[config.mk]
export PLATFORM = sky130hd
export DESIGN_NAME = lqe_back
export DESIGN_NICKNAME = d
export VERILOG_FILES = /design/src/rtl/core/lqe_pkg.sv /design/src/rtl/core/lqe_back.sv
export SDC_FILE = /design/constraint.sdc
export NUM_CORES = 1
export LEC_CHECK = 0
export BUFFER_PORTS_ARGS = -buffer_cell sky130_fd_sc_hd__buf_4
export CORE_MARGIN = 4
export CORE_UTILIZATION = 54
export DETAILED_ROUTE_END_ITERATION = 6
export PLACE_DENSITY_LB_ADDON = 0.15
export SLEW_MARGIN = 20
export SYNTH_ARGS = -nofsm -noshare
export SYNTH_HDL_FRONTEND = slang
export SYNTH_SLANG_ARGS = --single-unit
export TNS_END_PERCENT = 30
[constraint.sdc]
create_clock -name clk_i -period 35.3 [get_ports clk_i]
set_clock_uncertainty 0.2 [all_clocks]
set_input_delay 1.765 -clock clk_i [delete_from_list [all_inputs] [get_ports clk_i]]
set_output_delay 1.765 -clock clk_i [all_outputs]
set_load 0.03 [all_outputs]
[src/rtl/core/lqe_pkg.sv]
// Types, constants and helper functions for the line to quad expander.
// No dependencies.
package lqe_pkg;

  localparam int unsigned FRAC_BITS = 8;
  localparam int unsigned UNIT_BITS = 16;
  localparam int unsigned FIFO_DEPTH = 2;

  localparam logic [1:0] REG_LINE_WIDTH = 2'd0;
  localparam logic [1:0] REG_SCALE_X    = 2'd1;
  localparam logic [1:0] REG_SCALE_Y    = 2'd2;

  localparam logic [11:0] CFG_RESET = 12'(1 << FRAC_BITS);

  typedef enum logic [3:0] {
    F_IDLE, F_SCALE, F_SQUARE, F_CLASS, F_NORM, F_SQRT,
    F_DINIT, F_DIV, F_EXT, F_CORNER, F_PUSH
  } front_state_e;

  typedef struct packed {
    logic [11:0] line_width;
    logic [11:0] scale_x;
    logic [11:0] scale_y;
  } cfg_t;

  typedef struct packed {
    logic [23:0] y;
    logic [23:0] x;
  } corner_t;

  typedef struct packed {
    corner_t [3:0] c;
    logic [7:0]    intensity;
    logic          dot;
  } quad_t;

  // Shift right with rounding to nearest, ties away from zero.
  function automatic logic signed [63:0] shr_rnd(input logic signed [63:0] v,
                                                 input int unsigned s);
    logic [63:0] m;
    if (s == 0) return v;
    m = v[63] ? 64'(-v) : 64'(v);
    m = (m + (64'd1 << (s - 1))) >> s;
    return v[63] ? -$signed(m) : $signed(m);
  endfunction

  function automatic logic [23:0] sat24(input logic signed [25:0] v);
    if (v > 26'sd8388607) return 24'h7FFFFF;
    if (v < -26'sd8388608) return 24'h800000;
    return v[23:0];
  endfunction

  // Vertex order a,b,c,c,d,a.
  function automatic logic [1:0] corner_sel(input logic [2:0] pos);
    case (pos)
      3'd0: return 2'd0;
      3'd1: return 2'd1;
      3'd2: return 2'd2;
      3'd3: return 2'd2;
      3'd4: return 2'd3;
      default: return 2'd0;
    endcase
  endfunction

endpackage

[src/rtl/core/lqe_back.sv]
// Back end: holds one quad and emits its six vertices.
// Depends on lqe_pkg.
module lqe_back (
  input  logic           clk_i,
  input  logic           rst_ni,
  input  lqe_pkg::quad_t q_data_i,
  input  logic           q_empty_i,
  output logic           q_pop_o,
  output logic           empty,
  input  logic           pop,
  output logic [23:0]    vert_x_o,
  output logic [23:0]    vert_y_o,
  output logic [7:0]     vert_intensity_o,
  output logic           is_dot_o,
  output logic           last_vertex_o
);
  import lqe_pkg::*;

  quad_t      cur_q;
  logic       vld_q;
  logic [2:0] pos_q;
  logic       done;
  corner_t    sel;

  assign done    = pop && vld_q && pos_q == 3'd5;
  assign q_pop_o = !q_empty_i && (!vld_q || done);
  assign sel     = cur_q.c[corner_sel(pos_q)];

  assign empty            = !vld_q;
  assign vert_x_o         = sel.x;
  assign vert_y_o         = sel.y;
  assign vert_intensity_o = cur_q.intensity;
  assign is_dot_o         = cur_q.dot;
  assign last_vertex_o    = pos_q == 3'd5;

  always_ff @(posedge clk_i or negedge rst_ni) begin
    if (!rst_ni) begin
      vld_q <= 1'b0;
      pos_q <= 3'd0;
    end else if (q_pop_o) begin
      vld_q <= 1'b1;
      pos_q <= 3'd0;
    end else if (done) begin
      vld_q <= 1'b0;
      pos_q <= 3'd0;
    end else if (pop && vld_q) begin
      pos_q <= pos_q + 3'd1;
    end
  end

  always_ff @(posedge clk_i) begin
    if (q_pop_o) cur_q <= q_data_i;
  end

endmodule

==> metrics.md <==
| Metric | Value |
|---|---|
| Status | `finished, final reports clean` |
| Fin. Hold Viols | `0` |
| Routed WL per cell | `20.77 um` |
| First-pass GRT wire length | `29.60 mm` |
| Top cell type's share of synthesized area | `74.86%` |
| Cell count after synthesis | `514` |
| IO Count | `265` |
| Grt total ovfl | `0` |
| CTS Buf Count | `22` |
| Clock tree sinks | `205` |
| Worst Path Required | `33.33 ns` |
| Final WL | `20.02 mm` |
| Lkg Pwr | `4.123 nW` |
| Postcts setup bufs | `0` |
| Worst hold start | `pos_q[0]` |
| Yosys warns | `0` |
| H-tree depth | `1` |
| CP arrival | `3.02 ns` |
| Post-synth EDFFs | `201` |
| Max incr delay on CP | `0.57 ns` |
| Unrepaired setup endpoints after global routing | `false` |
| WHS Endpoint | `pos_q[0]` |
| Hold-fix buffers, CTS | `0` |
| Initial antenna violation count | `0` |
| Area leader, netlist | `edfxtp_1` |
| TritonCTS clock tree | `done` |
| PD cells | `82.53 nW/um^2` |
| # fillers | `893` |
| Post-synthesis sequential area ratio | `76.10%` |
| Worst setup EP type | `primary output` |
| Max clock buf depth | `3` |
| Maxcap violations | `0` |
| Rows | `44` |
| Worst Hold Class | `reg2reg` |
| Initial core utilization | `55.27%` |
| CTS resizes | `0` |
| Remaining antenna violation count | `0` |
| Mapped cell area | `8063 sq um` |
| Final setup viols | `0` |
| Final net count | `974` |
| Root buffer cell | `clkbuf_16` |
| Crit share post-route | `14.11%` |
| Buf/Inv on CP | `3` |
| Port Buffers | `264` |
| Setup TNS | `0 ns` |
| Detailed placement HPWL | `12.82 mm` |
| Delay-heaviest family, CP | `buffers and inverters` |
| Asr flop ratio synth | `1.951%` |
| GRT Resource Usage Total | `22.86%` |
| Peak supply drop | `54.28 uV` |
| #FFs+latches synth | `205` |
| Share of post-route cells with drive strength above 1 | `45.51%` |
| Synth Net Count | `722` |
| Crit-path max FO | `32` |
| DR iter-0 viols | `354` |
| Startpoint types | `flip-flop` |
| Most frequent cell after synthesis | `edfxtp_1` |
| Final Critical Period | `4.982 ns` |
| Core Area | `14,590 sq um` |
| Synth top area cells | `edfxtp_1 75%, mux2_2 6.7%, nand2_1 4.7%` |
| Reg-to-reg critical path startpoint | `pos_q[1]` |
| Fin Hold WS | `0.3811 ns` |
| Die width | `130.2 um` |
| Crit-path most repeated cell | `buf_4` |
| Unique masters post-synth | `24` |
| Crit-path slowest cell | `ha_2` |
| WHS Path Cells | `1` |
| Worst-Margin Slew | `1.109 ns` |
| # DRC | `0` |
| Slew Viols, Final | `0` |
| Drt first pass iters | `4` |
| GP Congestion | `0.7858` |
| Area grow syn2layout | `34.39%` |
| Via count | `5,412` |
| Vias per inst | `5.614` |
| Die Y | `130.2 um` |
| Vias in the first global route | `5,838` |
| Main synth FF type | `edfxtp_1` |
| Reg-to-Reg End | `cur_q[73]` |
| Worst-Skew Late Latency | `0.50 ns` |
| Synth cell count leaders | `201 x edfxtp_1, 101 x nand2_1, 49 x o22ai_1` |
| Critical path origin | `pos_q[1]` |
| Crit path kind | `reg2out` |
| R2R Setup Slk | `31.67 ns` |
| CP cell instances | `inv_1 -> ha_2 -> buf_4 -> mux2_2 -> o22ai_1 -> a31oi_1 -> buf_4` |
| Syn Area/Cell | `15.69 sq um` |
| Highest clock rate | `200.7 MHz` |
| Largest net degree at the start of global routing | `202` |
| Max transition margin | `26.10%` |
| Clock slew seen by the registers of the worst setup and hold paths | `0.06 ns` |
| Full die area | `16,950 sq um` |
| Antenna cells | `0` |
| R2R cell count | `6` |
==> cell type report <==
| class | instances | area [sq um] | area share, % |
|---|---|---|---|
| Multi-Input combinational cell | 265 | 1693 | 15.62 |
| Timing Repair Buffer | 268 | 2024 | 18.68 |
| Clock inverter | 13 | 175.2 | 1.617 |
| Tap cell | 184 | 230.2 | 2.125 |
| Sequential cell | 205 | 6136 | 56.63 |
| Inverter | 4 | 15.01 | 0.1386 |
| Clock buffer | 25 | 561.8 | 5.185 |
==> per-stage QoR <==
stage	instance area [sq um]	setup slack, ns	std cells	power (mW)	utilization (%)
global route	10840	30.11	964	0.9326	74.27
global placement	10090	30.77	926	0.6575	69.18
detailed placement	10090	30.64	926	0.6654	69.18
CTS	10830	30.06	964	0.8994	74.23
finish	10840	30.32	964	0.8942	74.27
floorplan	8063	21.37	514	0.5485	-
==> state kept, by name, indices dropped and copies added, names as in the netlist <==
register,flops
cur_q,192
is_dot_o,1
pos_q,3
vert_intensity_o,8
vld_q,1
==> cell usage in the layout (no fill, tap or decap), types with 2 or more instances in the layout <==
cell / instances
nor2b_1: 2
clkbuf_16: 22
clkinv_2: 4
clkinv_1: 3
o21ai_0: 3
a31oi_1: 48
buf_4: 267
edfxtp_1: 201
dfrtp_1: 4
ha_1: 2
mux2_2: 48
nand2_1: 100
clkbuf_1: 3
inv_1: 4
o22ai_1: 49
bufinv_16: 4
==> layer usage <==
| layer | vias to the layer above | global-route usage, % | part of all wire [%] |
|---|---|---|---|
| met3 | 38 | 6.713 | 9.4 |
| met5 | - | 0 | 0 |
| met2 | 244 | 40.59 | 52 |
| met1 | 2644 | 26.58 | 36 |
| met4 | 0 | 7.702 | 2.6 |
| li1 | 2486 | - | - |
==> cells by family (layout without fill, tap and decap cells) <==
family | after synthesis | in the layout | synth area share [%]
and+or+nand+nor | 110 | 110 | 5.463
AOI/OAI and AO/OA | 104 | 104 | 8.038
muxes | 48 | 48 | 6.704
adders and majority gates | 3 | 3 | 0.4656
buffers and inverters | 44 | 310 | 3.228
DFF | 205 | 205 | 76.10
==> power by group <==
part,total (mW),internal [mW],switching [mW],leakage (nW)
Sequential,0.297,0.289,0.00727,1.86
Combinational,0.364,0.133,0.231,1.90
Clock,0.234,0.143,0.0906,0.359
==> how the worst max path moves through the flow <==
stage | to | slack (ns) | cells past startpoint
after floorplan | q_pop_o | 21.37 | 2
after global placement | vert_y_o[13] | 30.77 | 6
after detailed placement | vert_y_o[13] | 30.64 | 6
after CTS | vert_y_o[13] | 30.06 | 6
after global routing | vert_y_o[13] | 30.11 | 6
final | vert_y_o[20] | 30.32 | 7
Power figures use the tool's default switching activity.
