<file path="src/rtl/core/lqe_pkg.sv">
// Types, constants and helper functions for the line to quad expander.
// No dependencies.
package lqe_pkg;

  localparam int unsigned FRAC_BITS = 8;
  localparam int unsigned UNIT_BITS = 16;
  localparam int unsigned FIFO_DEPTH = 2;

  localparam logic [1:0] REG_LINE_WIDTH = 2'd0;
  localparam logic [1:0] REG_SCALE_X    = 2'd1;
  localparam logic [1:0] REG_SCALE_Y    = 2'd2;

  localparam logic [11:0] CFG_RESET = 12'(1 << FRAC_BITS);

  typedef enum logic [3:0] {
    F_IDLE, F_SCALE, F_SQUARE, F_CLASS, F_NORM, F_SQRT,
    F_DINIT, F_DIV, F_EXT, F_CORNER, F_PUSH
  } front_state_e;

  typedef struct packed {
    logic [11:0] line_width;
    logic [11:0] scale_x;
    logic [11:0] scale_y;
  } cfg_t;

  typedef struct packed {
    logic [23:0] y;
    logic [23:0] x;
  } corner_t;

  typedef struct packed {
    corner_t [3:0] c;
    logic [7:0]    intensity;
    logic          dot;
  } quad_t;

  // Shift right with rounding to nearest, ties away from zero.
  function automatic logic signed [63:0] shr_rnd(input logic signed [63:0] v,
                                                 input int unsigned s);
    logic [63:0] m;
    if (s == 0) return v;
    m = v[63] ? 64'(-v) : 64'(v);
    m = (m + (64'd1 << (s - 1))) >> s;
    return v[63] ? -$signed(m) : $signed(m);
  endfunction

  function automatic logic [23:0] sat24(input logic signed [25:0] v);
    if (v > 26'sd8388607) return 24'h7FFFFF;
    if (v < -26'sd8388608) return 24'h800000;
    return v[23:0];
  endfunction

  // Vertex order a,b,c,c,d,a.
  function automatic logic [1:0] corner_sel(input logic [2:0] pos);
    case (pos)
      3'd0: return 2'd0;
      3'd1: return 2'd1;
      3'd2: return 2'd2;
      3'd3: return 2'd2;
      3'd4: return 2'd3;
      default: return 2'd0;
    endcase
  endfunction

endpackage

</file>
<file path="src/rtl/core/lqe_fifo.sv">
// Short queue of finished quads between front and back.
// Depends on lqe_pkg.
module lqe_fifo (
  input  logic           clk_i,
  input  logic           rst_ni,
  input  logic           push_i,
  input  lqe_pkg::quad_t data_i,
  output logic           full_o,
  input  logic           pop_i,
  output lqe_pkg::quad_t data_o,
  output logic           empty_o
);
  import lqe_pkg::*;

  quad_t      mem_q [FIFO_DEPTH];
  logic       wr_q, rd_q;
  logic [1:0] cnt_q;

  assign full_o  = cnt_q == 2'(FIFO_DEPTH);
  assign empty_o = cnt_q == 2'd0;
  assign data_o  = mem_q[rd_q];

  always_ff @(posedge clk_i or negedge rst_ni) begin
    if (!rst_ni) begin
      wr_q  <= 1'b0;
      rd_q  <= 1'b0;
      cnt_q <= 2'd0;
    end else begin
      if (push_i) wr_q <= !wr_q;
      if (pop_i)  rd_q <= !rd_q;
      case ({push_i, pop_i})
        2'b10:   cnt_q <= cnt_q + 2'd1;
        2'b01:   cnt_q <= cnt_q - 2'd1;
        default: ;
      endcase
    end
  end

  always_ff @(posedge clk_i) begin
    if (push_i) mem_q[wr_q] <= data_i;
  end

endmodule

</file>
<file path="config.mk">
export PLATFORM = sky130hd
export DESIGN_NAME = lqe_fifo
export DESIGN_NICKNAME = d
export VERILOG_FILES = /design/src/rtl/core/lqe_pkg.sv /design/src/rtl/core/lqe_fifo.sv
export SDC_FILE = /design/constraint.sdc
export NUM_CORES = 1
export LEC_CHECK = 0
export ABC_AREA = 1
export BUFFER_PORTS_ARGS = -buffer_cell sky130_fd_sc_hd__clkbuf_2
export CORE_MARGIN = 5
export CORE_UTILIZATION = 56
export CTS_CLUSTER_DIAMETER = 60
export DETAILED_ROUTE_END_ITERATION = 10
export PLACE_DENSITY = 0.84
export SLEW_MARGIN = 20
export SYNTH_ARGS = -nofsm -noshare
export SYNTH_HDL_FRONTEND = slang
export SYNTH_SLANG_ARGS = --single-unit
</file>
<file path="constraint.sdc">
create_clock -name clk_i -period 28.2 [get_ports clk_i]
set_clock_uncertainty 0.2 [all_clocks]
set_input_delay 5.64 -clock clk_i [delete_from_list [all_inputs] [get_ports clk_i]]
set_output_delay 5.64 -clock clk_i [all_outputs]
set_load 0.03 [all_outputs]
</file>
==> impl_metrics.toml, run 1 <==
[logic_synthesis]
syn_nets = 1280
post-synth-top-area-cell = "edfxtp_1"
synthTopCellsByArea = "edfxtp_1 76%, o21ai_2 9.0%, inv_1 4.9%"
syn_avg_cell_area_um2 = 14.78
synth_area_mm2 = 0.01588
ys_seq_area_frac = 0.7667
synth-seq-cells = 406
ys_types = 18
syn_inst = 1074
yosysWarnings = 0
yosysTopAreaCellShare = 0.7604

[timing]
post-route-period-util = 0.3417
finalSetupViolations = 0
relSlewSlack = 0.2932
worst_hold_slack_ns = 0.3123
finalHoldViolCount = 0
fin_crit_ns = 9.635
worst_slew_pin_slew_ns = 1.060
drv_slew = 0
final.setup.tns_ns = 0
max_freq_mhz = 103.8
rsz0062_at_grt = "no"

[detailed_routing]
drt_first_pass_iters = 5
drt_first_iter_violations = 607
wl_mm = 34.74
routed_via_density = 5.002
wl_per_cell_um = 18.37
drc = 0
ant_nets = 0
via_count = 9459

[worst_setup_path]
worst-endpoint-arrival_ns = 3.79
start_kind = "register"
crit_fanout = 166
worstPathRequired_ns = 22.36
path_cells = "buf_12 > buf_4 > nand2_1 > o21ai_2 > clkbuf_2"
end_kind = "output pin"
cpMaxStageDelayCell = "buf_4"
cp_num_buf_inv = 3
worstSetupPathType = "reg2out"
cp_top_family = "buffers and inverters"
critPathMaxStageDelay_ns = 0.93

[grt]
grt_pass1_wl_mm = 51.29
grt_max_degree = 167
antenna_found_initial = 1
grt_use_total = 0.2105
grt_pass1_vias = 9641
overflow = 0

[run]
cap_violations = 0

[cells_and_area]
area_growth_pct = 20.73
diodes = 0
finalNetCount = 1691
drive_above_1_share = 0.4144
layout_commonest_cell = "clkbuf_2"
mostFrequentLayoutCells = "407 x clkbuf_2, 402 x edfxtp_1, 206 x inv_1, 206 x nand2_1, 163 x o21ai_2"

[place]
place_hpwl_mm = 23.91
gp_congestion = 0.8200
portBuffers = 407

[power_and_ir_drop]
vdd_ir_drop_max_uv = 151.6
cellPowerDensity_mw_per_mm2 = 113.9
leakage_nw = 8.212

[die]
dieArea_mm2 = 0.03182
rows = 61
initial_core_util = 0.5699
die_y_um = 178.4
die_w_um = 178.4
pin_count = 408
core-area_mm2 = 0.02786

[cts]
worstSkewPairLatency_ns = 0.51
cts_made_buffers = 40
clockBufferDepth = 3
cts_sinks = 406
clk_pin_slew_worst_paths_ns = 0.06
postCtsResizedCells = 0
cts_tree = "built"
hold_buffers = 0
cts_root_buf = "clkbuf_16"
cts_setup_buffers = 0
htree_levels = 2

[outcome]
status = "completed"

[worst_hold_path]
hp-class = "reg2reg"
cell families (layout without fill, tap and decap cells):
kind of cell	count (synthesis)	count (layout)	synth area share
XOR/XNOR	3	3	0.001655
flip-flops	406	406	0.7667
AND/OR/NAND/NOR	211	211	0.05013
adder cells (fa/ha/maj)	1	1	0.0007880
AO/OA/AOI/OAI	201	201	0.1019
buffers and inverters	252	691	0.07881
metal layers:
| metal | GRT usage | wire length [um] | up-vias |
|---|---|---|---|
| met3 | 0.1036 | 4889 | 71 |
| met1 | 0.2248 | 11540 | 4403 |
| met5 | 0 | 15 | - |
| li1 | - | - | 4533 |
| met4 | 0.06588 | 994 | 2 |
| met2 | 0.3669 | 17300 | 450 |
area by class of cell:
| type | count | area, um^2 |
|---|---|---|
| fillers | 1747 | 8692 |
| multi-input cells | 416 | 2460 |
| clock buffers | 51 | 1064 |
| clock inverters | 19 | 107.6 |
| well taps | 378 | 473.0 |
| flip-flops and latches | 406 | 12180 |
| inverters | 207 | 784.5 |
| repair buffers | 414 | 2102 |
path summary, 6_finish.rpt:
check | to | cells after the start | slack [ns] | startpoint
max | data_o[67] | 5 | 18.57 | rd_q$_DFFE_PN0P_
min | cnt_q[1]$_DFFE_PN0P_ | 2 | 0.31 | cnt_q[1]$_DFFE_PN0P_
max reg2reg | mem_q[0][95]$_DFFE_PP_ | 3 | 25.25 | wr_q$_DFFE_PN0P_
min reg2reg | cnt_q[1]$_DFFE_PN0P_ | 2 | 0.31 | cnt_q[1]$_DFFE_PN0P_
max in group asynchronous | rd_q$_DFFE_PN0P_ | 1 | 22.94 | rst_ni
min in group asynchronous | rd_q$_DFFE_PN0P_ | 1 | 4.72 | rst_ni
flip-flops by register name (all words and copies together) (netlist names):
register	flops
mem_q	402
wr_q	1
cnt_q	2
rd_q	1
worst reg2reg max path: stages (launching register included):
cell and delay (ns):
dfrtp_1 0.43, nor2_4 0.47, buf_4 0.56, buf_4 0.84
Yosys cell counts, drive strengths merged:
cell type	count
nand4	1
edfxtp	402
xor2	2
clkbuf	3
inv	207
xnor2	1
nor2	3
dfrtp	4
o21ai	201
buf	42
nand3	1
ha	1
nand2	206
where the power goes:
group | switching [mW] | internal (mW)
clock | 0.204 | 0.274
sequential | 0.0448 | 0.803
combinational | 0.650 | 0.208
metrics by stage:
step / utilization / instance area (um^2) / power (mW) / instances / setup slack, ns
global placement: 0.6459 / 17990 / 1.692 / 1821 / 19.31
detailed placement: 0.6459 / 17990 / 1.720 / 1821 / 19.15
global route: 0.6880 / 19170 / 2.291 / 1891 / 18.31
CTS: 0.6880 / 19170 / 2.204 / 1891 / 18.59
finish: 0.6880 / 19170 / 2.184 / 1891 / 18.57
floorplan: - / 15880 / 1.546 / 1074 / 13.12
Note: power is estimated with default switching activity, not from simulation.
==> inputs of run 2 (changes only) <==
--- a/config.mk
+++ b/config.mk
@@ -8,10 +8,10 @@
 export ABC_AREA = 1
 export BUFFER_PORTS_ARGS = -buffer_cell sky130_fd_sc_hd__clkbuf_2
 export CORE_MARGIN = 5
-export CORE_UTILIZATION = 56
+export CORE_UTILIZATION = 53
 export CTS_CLUSTER_DIAMETER = 60
 export DETAILED_ROUTE_END_ITERATION = 10
-export PLACE_DENSITY = 0.84
+export PLACE_DENSITY = 0.8
 export SLEW_MARGIN = 20
 export SYNTH_ARGS = -nofsm -noshare
 export SYNTH_HDL_FRONTEND = slang
==> constraint.sdc (replaced) <==
create_clock -name clk_i -period 9.7 [get_ports clk_i]
set_clock_uncertainty 0.2 [all_clocks]
set_input_delay 1.94 -clock clk_i [delete_from_list [all_inputs] [get_ports clk_i]]
set_output_delay 1.94 -clock clk_i [all_outputs]
set_load 0.03 [all_outputs]
==> run 2 against run 1 <==
Effect of this change: worst hold slack better by 0.0080 ns; final cell count up 1.0%; sequential power rose to 2.9 times the previous value; via count down 0.53%; total power rose to 3.0 times the previous value; non-clock buffer count up 2; combinational power rose to 2.9 times the previous value; critical path type unchanged; largest cell class unchanged.
==> impl_metrics.toml, run 2 (synthesized netlist as in run 1, its figures left out) <==
[outcome]
status = "completed"

[power_and_ir_drop]
vdd_ir_drop_max_uv = 244.5
cellPowerDensity_mw_per_mm2 = 336.4
leakage_nw = 8.318

[cells_and_area]
layout_commonest_cell = "clkbuf_2"
regMostFlops = "mem_q"
finalNetCount = 1695
largest_reg_flops = 402
stdcell_area_mm2 = 0.01941
drive_above_1_share = 0.4230
final_cells = 1910
top_regs = "mem_q: 402 flops, cnt_q: 2 flops"
mostFrequentLayoutCells = "407 x clkbuf_2, 402 x edfxtp_1, 206 x inv_1, 206 x nand2_1, 163 x o21ai_2"
area_growth_pct = 22.24
diodes = 0

[cts]
cts_tree = "built"
htree_levels = 2
cts_root_buf = "clkbuf_16"
cts_setup_buffers = 0
cts_made_buffers = 42
worstSkewPairLatency_ns = 0.52
clockBufferDepth = 3
hold_buffers = 0
clk_pin_slew_worst_paths_ns = 0.06
postCtsResizedCells = 0
cts_sinks = 406

[die]
die_w_um = 183.1
dieArea_mm2 = 0.03351
core-area_mm2 = 0.02964
pin_count = 408
initial_core_util = 0.5356
rows = 63
die_y_um = 183.1

[grt]
overflow = 0
top_usage_layer = "met2"
grt_use_total = 0.1957
antenna_found_initial = 3
grtUsageMet1 = 0.2270
grt_pass1_wl_mm = 51.29
grt_pass1_vias = 9469
use_met2 = 0.3342
grt_max_degree = 122
grtUsageMet3 = 0.08727

[timing]
worst_hold_slack_ns = 0.3203
finalHoldViolCount = 0
layout_setup_ws_ns = 4.383
fin_crit_ns = 5.317
post-route-period-util = 0.5482
final.setup.tns_ns = 0
worst_slew_pin_slew_ns = 1.111
relSlewSlack = 0.2593
finalSetupViolations = 0
drv_slew = 0
max_freq_mhz = 188.1
rsz0062_at_grt = "no"

[worst_hold_path]
hp-class = "reg2reg"

[place]
place_hpwl_mm = 23.49
place_area_mm2 = 0.01801
portBuffers = 407
placed_cells = 1835
gp_congestion = 0.7950
detailedPlace.worstSlack_ns = 4.917

[run]
cap_violations = 0

[detailed_routing]
wl_per_cell_um = 17.67
wl_mm = 33.75
drt_first_iter_violations = 608
routed_via_density = 4.926
via_count = 9409
drc = 0
drt_first_pass_iters = 5
ant_nets = 0

[worst_setup_path]
worstPathRequired_ns = 7.56
worstSetupPathType = "reg2out"
end_kind = "output pin"
worst-endpoint-arrival_ns = 3.18
crit_fanout = 71
start_kind = "register"
-- run 2: cell types whose count changed in the layout (fill, tap and decap cells not counted), sizes merged --
cell	before	now
inv	207	209
clkbuf	458	462
bufinv	1	4
clkinvlp	0	3
clkinv	18	11
buf	7	9
-- run 2: cell type report --
cell class / count / area, um^2
Fill cell: 2043 / 10230
Tap cell: 390 / 488.0
Timing Repair Buffer: 416 / 2105
Inverter: 207 / 784.5
Sequential cell: 406 / 12180
Clock buffer: 55 / 1174
Clock inverter: 20 / 220.2
Multi-Input combinational cell: 416 / 2460
-- run 2: stage by stage --
| step | total power [mW] | utilization |
|---|---|---|
| after floorplan | 4.468 | - |
| after global placement | 4.943 | 0.6077 |
| after detailed placement | 4.994 | 0.6077 |
| after CTS | 6.598 | 0.6548 |
| after global routing | 6.857 | 0.6548 |
| final | 6.527 | 0.6548 |
-- run 2: critical path, stage by stage, from the launching register on --
cell and delay [ns]:
dfrtp_4 0.61, buf_4 0.68, buf_4 0.78, nand2_1 0.15, o21ai_2 0.10, clkbuf_2 0.22
-- run 2: final timing paths --
| kind | end | from | slack, ns | cells after the start |
|---|---|---|---|---|
| min | cnt_q[1]$_DFFE_PN0P_ | cnt_q[1]$_DFFE_PN0P_ | 0.32 | 2 |
| max | data_o[106] | rd_q$_DFFE_PN0P_ | 4.38 | 5 |
| max in group asynchronous | rd_q$_DFFE_PN0P_ | rst_ni | 8.13 | 1 |
| min in group asynchronous | cnt_q[0]$_DFFE_PN0P_ | rst_ni | 1.02 | 1 |
| min reg2reg | cnt_q[1]$_DFFE_PN0P_ | cnt_q[1]$_DFFE_PN0P_ | 0.32 | 2 |
| max reg2reg | mem_q[1][198]$_DFFE_PP_ | wr_q$_DFFE_PN0P_ | 6.72 | 3 |
-- run 2: routing by layer --
| metal | up-vias | share of wire |
|---|---|---|
| met5 | - | 0.0012 |
| met3 | 59 | 0.13 |
| met2 | 408 | 0.50 |
| met1 | 4411 | 0.35 |
| li1 | 4525 | - |
| met4 | 6 | 0.021 |
-- run 2: report_power, final --
part / switching, mW / total [mW] / internal, mW
clock network: 0.630 / 1.59 / 0.963
registers: 0.0966 / 2.43 / 2.33
logic: 1.90 / 2.50 / 0.605
==> inputs of run 3 (changes only) <==
==> constraint.sdc (replaced) <==
create_clock -name clk_i -period 5 [get_ports clk_i]
set_clock_uncertainty 0.2 [all_clocks]
set_input_delay 1 -clock clk_i [delete_from_list [all_inputs] [get_ports clk_i]]
set_output_delay 1 -clock clk_i [all_outputs]
set_load 0.03 [all_outputs]
==> run 3 against run 2 <==
Effect of this change: via count up 0.99%; critical path depth down 1; sequential share of layout area about the same; total power up 91%; sequential power up 95%; combinational power up 99%; global-route usage up 0.37 points; final cell count up 0.63%; flip-flop and latch count unchanged; critical endpoint is now data_o[89].
==> impl_metrics.toml, run 3 (synthesized netlist as in run 1, its figures left out) <==
[worst_setup_path]
start_kind = "register"
r2r_slack_ns = 2.61
r2r_start = "wr_q$_DFFE_PN0P_"
crit_fanout = 103
reg2reg_to = "mem_q[1][39]$_DFFE_PP_"
critPathMaxStageDelay_ns = 0.88
cp_top_family = "flip-flops"
rr_worst_depth = 3
worstSetupPathType = "reg2out"
path_cells = "buf_12 > nand2_1 > o21ai_2 > clkbuf_2"
cp_num_buf_inv = 2
worstPathRequired_ns = 3.80
end_kind = "output pin"
cpMaxStageDelayCell = "dfrtp_4"
worst-endpoint-arrival_ns = 2.50

[detailed_routing]
via_count = 9502
wl_per_cell_um = 17.90
drt_first_pass_iters = 5
drc = 0
ant_nets = 0
routed_via_density = 4.944
drt_first_iter_violations = 698
wl_mm = 34.40

[power_and_ir_drop]
cellPowerDensity_mw_per_mm2 = 641.3
p_switching_mw = 5.106
switching_share = 0.4104
p_clk_frac = 0.219
leakage_nw = 8.329
power.share.combinational = 0.400
intPower_mw = 7.335
vdd_ir_drop_max_uv = 485.9
seqPwrFrac = 0.381

[timing]
drv_slew = 0
layout_setup_ws_ns = 1.298
relSlewSlack = 0.2884
fin_crit_ns = 3.702
post-route-period-util = 0.7404
finalHoldViolCount = 0
worst_slew_pin_slew_ns = 1.065
final.setup.tns_ns = 0
max_freq_mhz = 270.1
finalSetupViolations = 0
rsz0062_at_grt = "no"

[cts]
cts_setup_buffers = 0
clockBufferDepth = 3
cts_sinks = 406
cts_tree = "built"
hold_buffers = 0
postCtsResizedCells = 0
htree_levels = 2
cts_root_buf = "clkbuf_16"
worstSkewPairLatency_ns = 0.50
cts_made_buffers = 41
clk_pin_slew_worst_paths_ns = 0.06

[run]
cap_violations = 0

[cells_and_area]
largest_reg_flops = 402
area_growth_pct = 22.19
finalNetCount = 1708
mostFrequentLayoutCells = "407 x clkbuf_2, 402 x edfxtp_1, 206 x inv_1, 206 x nand2_1, 163 x o21ai_2"
layout_commonest_cell = "clkbuf_2"
regMostFlops = "mem_q"
top_regs = "mem_q: 402 flops, cnt_q: 2 flops"
final_cells = 1922
drive_above_1_share = 0.4252
fill_cells = 2080

[die]
dieArea_mm2 = 0.03351
die_w_um = 183.1
core-area_mm2 = 0.02964
initial_core_util = 0.5356
rows = 63
die_y_um = 183.1
pin_count = 408

[grt]
overflow = 0
grt_pass1_vias = 9867
grt_max_degree = 104
antenna_found_initial = 2
grt_pass1_wl_mm = 52.12
grt_use_total = 0.1994

[place]
gp_congestion = 0.8152
portBuffers = 407
placed_cells = 1849
place_hpwl_mm = 24.62
detailedPlace.worstSlack_ns = 1.821

[outcome]
status = "completed"

[worst_hold_path]
hp-class = "in2async"
## run 3: power groups by stage
stage	clock network [mW]	registers, mW	logic [mW]
after floorplan	0	4.77	3.84
after global placement	0	4.78	4.92
after detailed placement	0	4.82	5.01
after CTS	2.78	4.75	5.04
after global routing	2.94	4.80	5.32
final	2.72	4.74	4.98
## run 3: cell type report
| class | count | area (um^2) | area share |
|---|---|---|---|
| Sequential cell | 406 | 12180 | 0.6276 |
| Multi-Input combinational cell | 416 | 2460 | 0.1268 |
| Timing Repair Buffer | 430 | 2297 | 0.1184 |
| Clock buffer | 53 | 1101 | 0.05676 |
| Inverter | 207 | 780.7 | 0.04025 |
| Tap cell | 390 | 488.0 | 0.02515 |
| Clock inverter | 19 | 93.84 | 0.004837 |
| Antenna cell | 1 | 2.502 | 0.0001290 |
## run 3: worst max-delay path by stage
stage / startpoint / end / slack [ns] / cells past startpoint
floorplan: push_i / mem_q[1][0]$_DFFE_PP_ / 0.33 / 2
global placement: push_i / mem_q[1][185]$_DFFE_PP_ / 1.82 / 4
detailed placement: push_i / mem_q[1][196]$_DFFE_PP_ / 1.82 / 4
CTS: rd_q$_DFFE_PN0P_ / data_o[89] / 1.31 / 4
global route: rd_q$_DFFE_PN0P_ / data_o[31] / 1.17 / 4
finish: rd_q$_DFFE_PN0P_ / data_o[89] / 1.30 / 4
## run 3: per-stage QoR
step	instance area (um^2)	hold slack, ns	utilization	total power [mW]
2_1_floorplan	15890	0.2628	-	8.613
3_3_place_gp	18200	0.2839	0.6141	9.709
3_5_place_dp	18200	0.3217	0.6141	9.834
4_1_cts	19400	0.07843	0.6544	12.57
5_1_grt	19400	0.07989	0.6545	13.05
6_report	19400	0.09853	0.6545	12.44
## run 3: layer usage
| layer | vias up | routed length, um | GRT usage |
|---|---|---|---|
| met5 | - | 7 | 0 |
| met4 | 2 | 875 | 0.05751 |
| met3 | 62 | 4345 | 0.08092 |
| met2 | 426 | 17400 | 0.3547 |
| met1 | 4476 | 11770 | 0.2216 |
| li1 | 4536 | - | - |
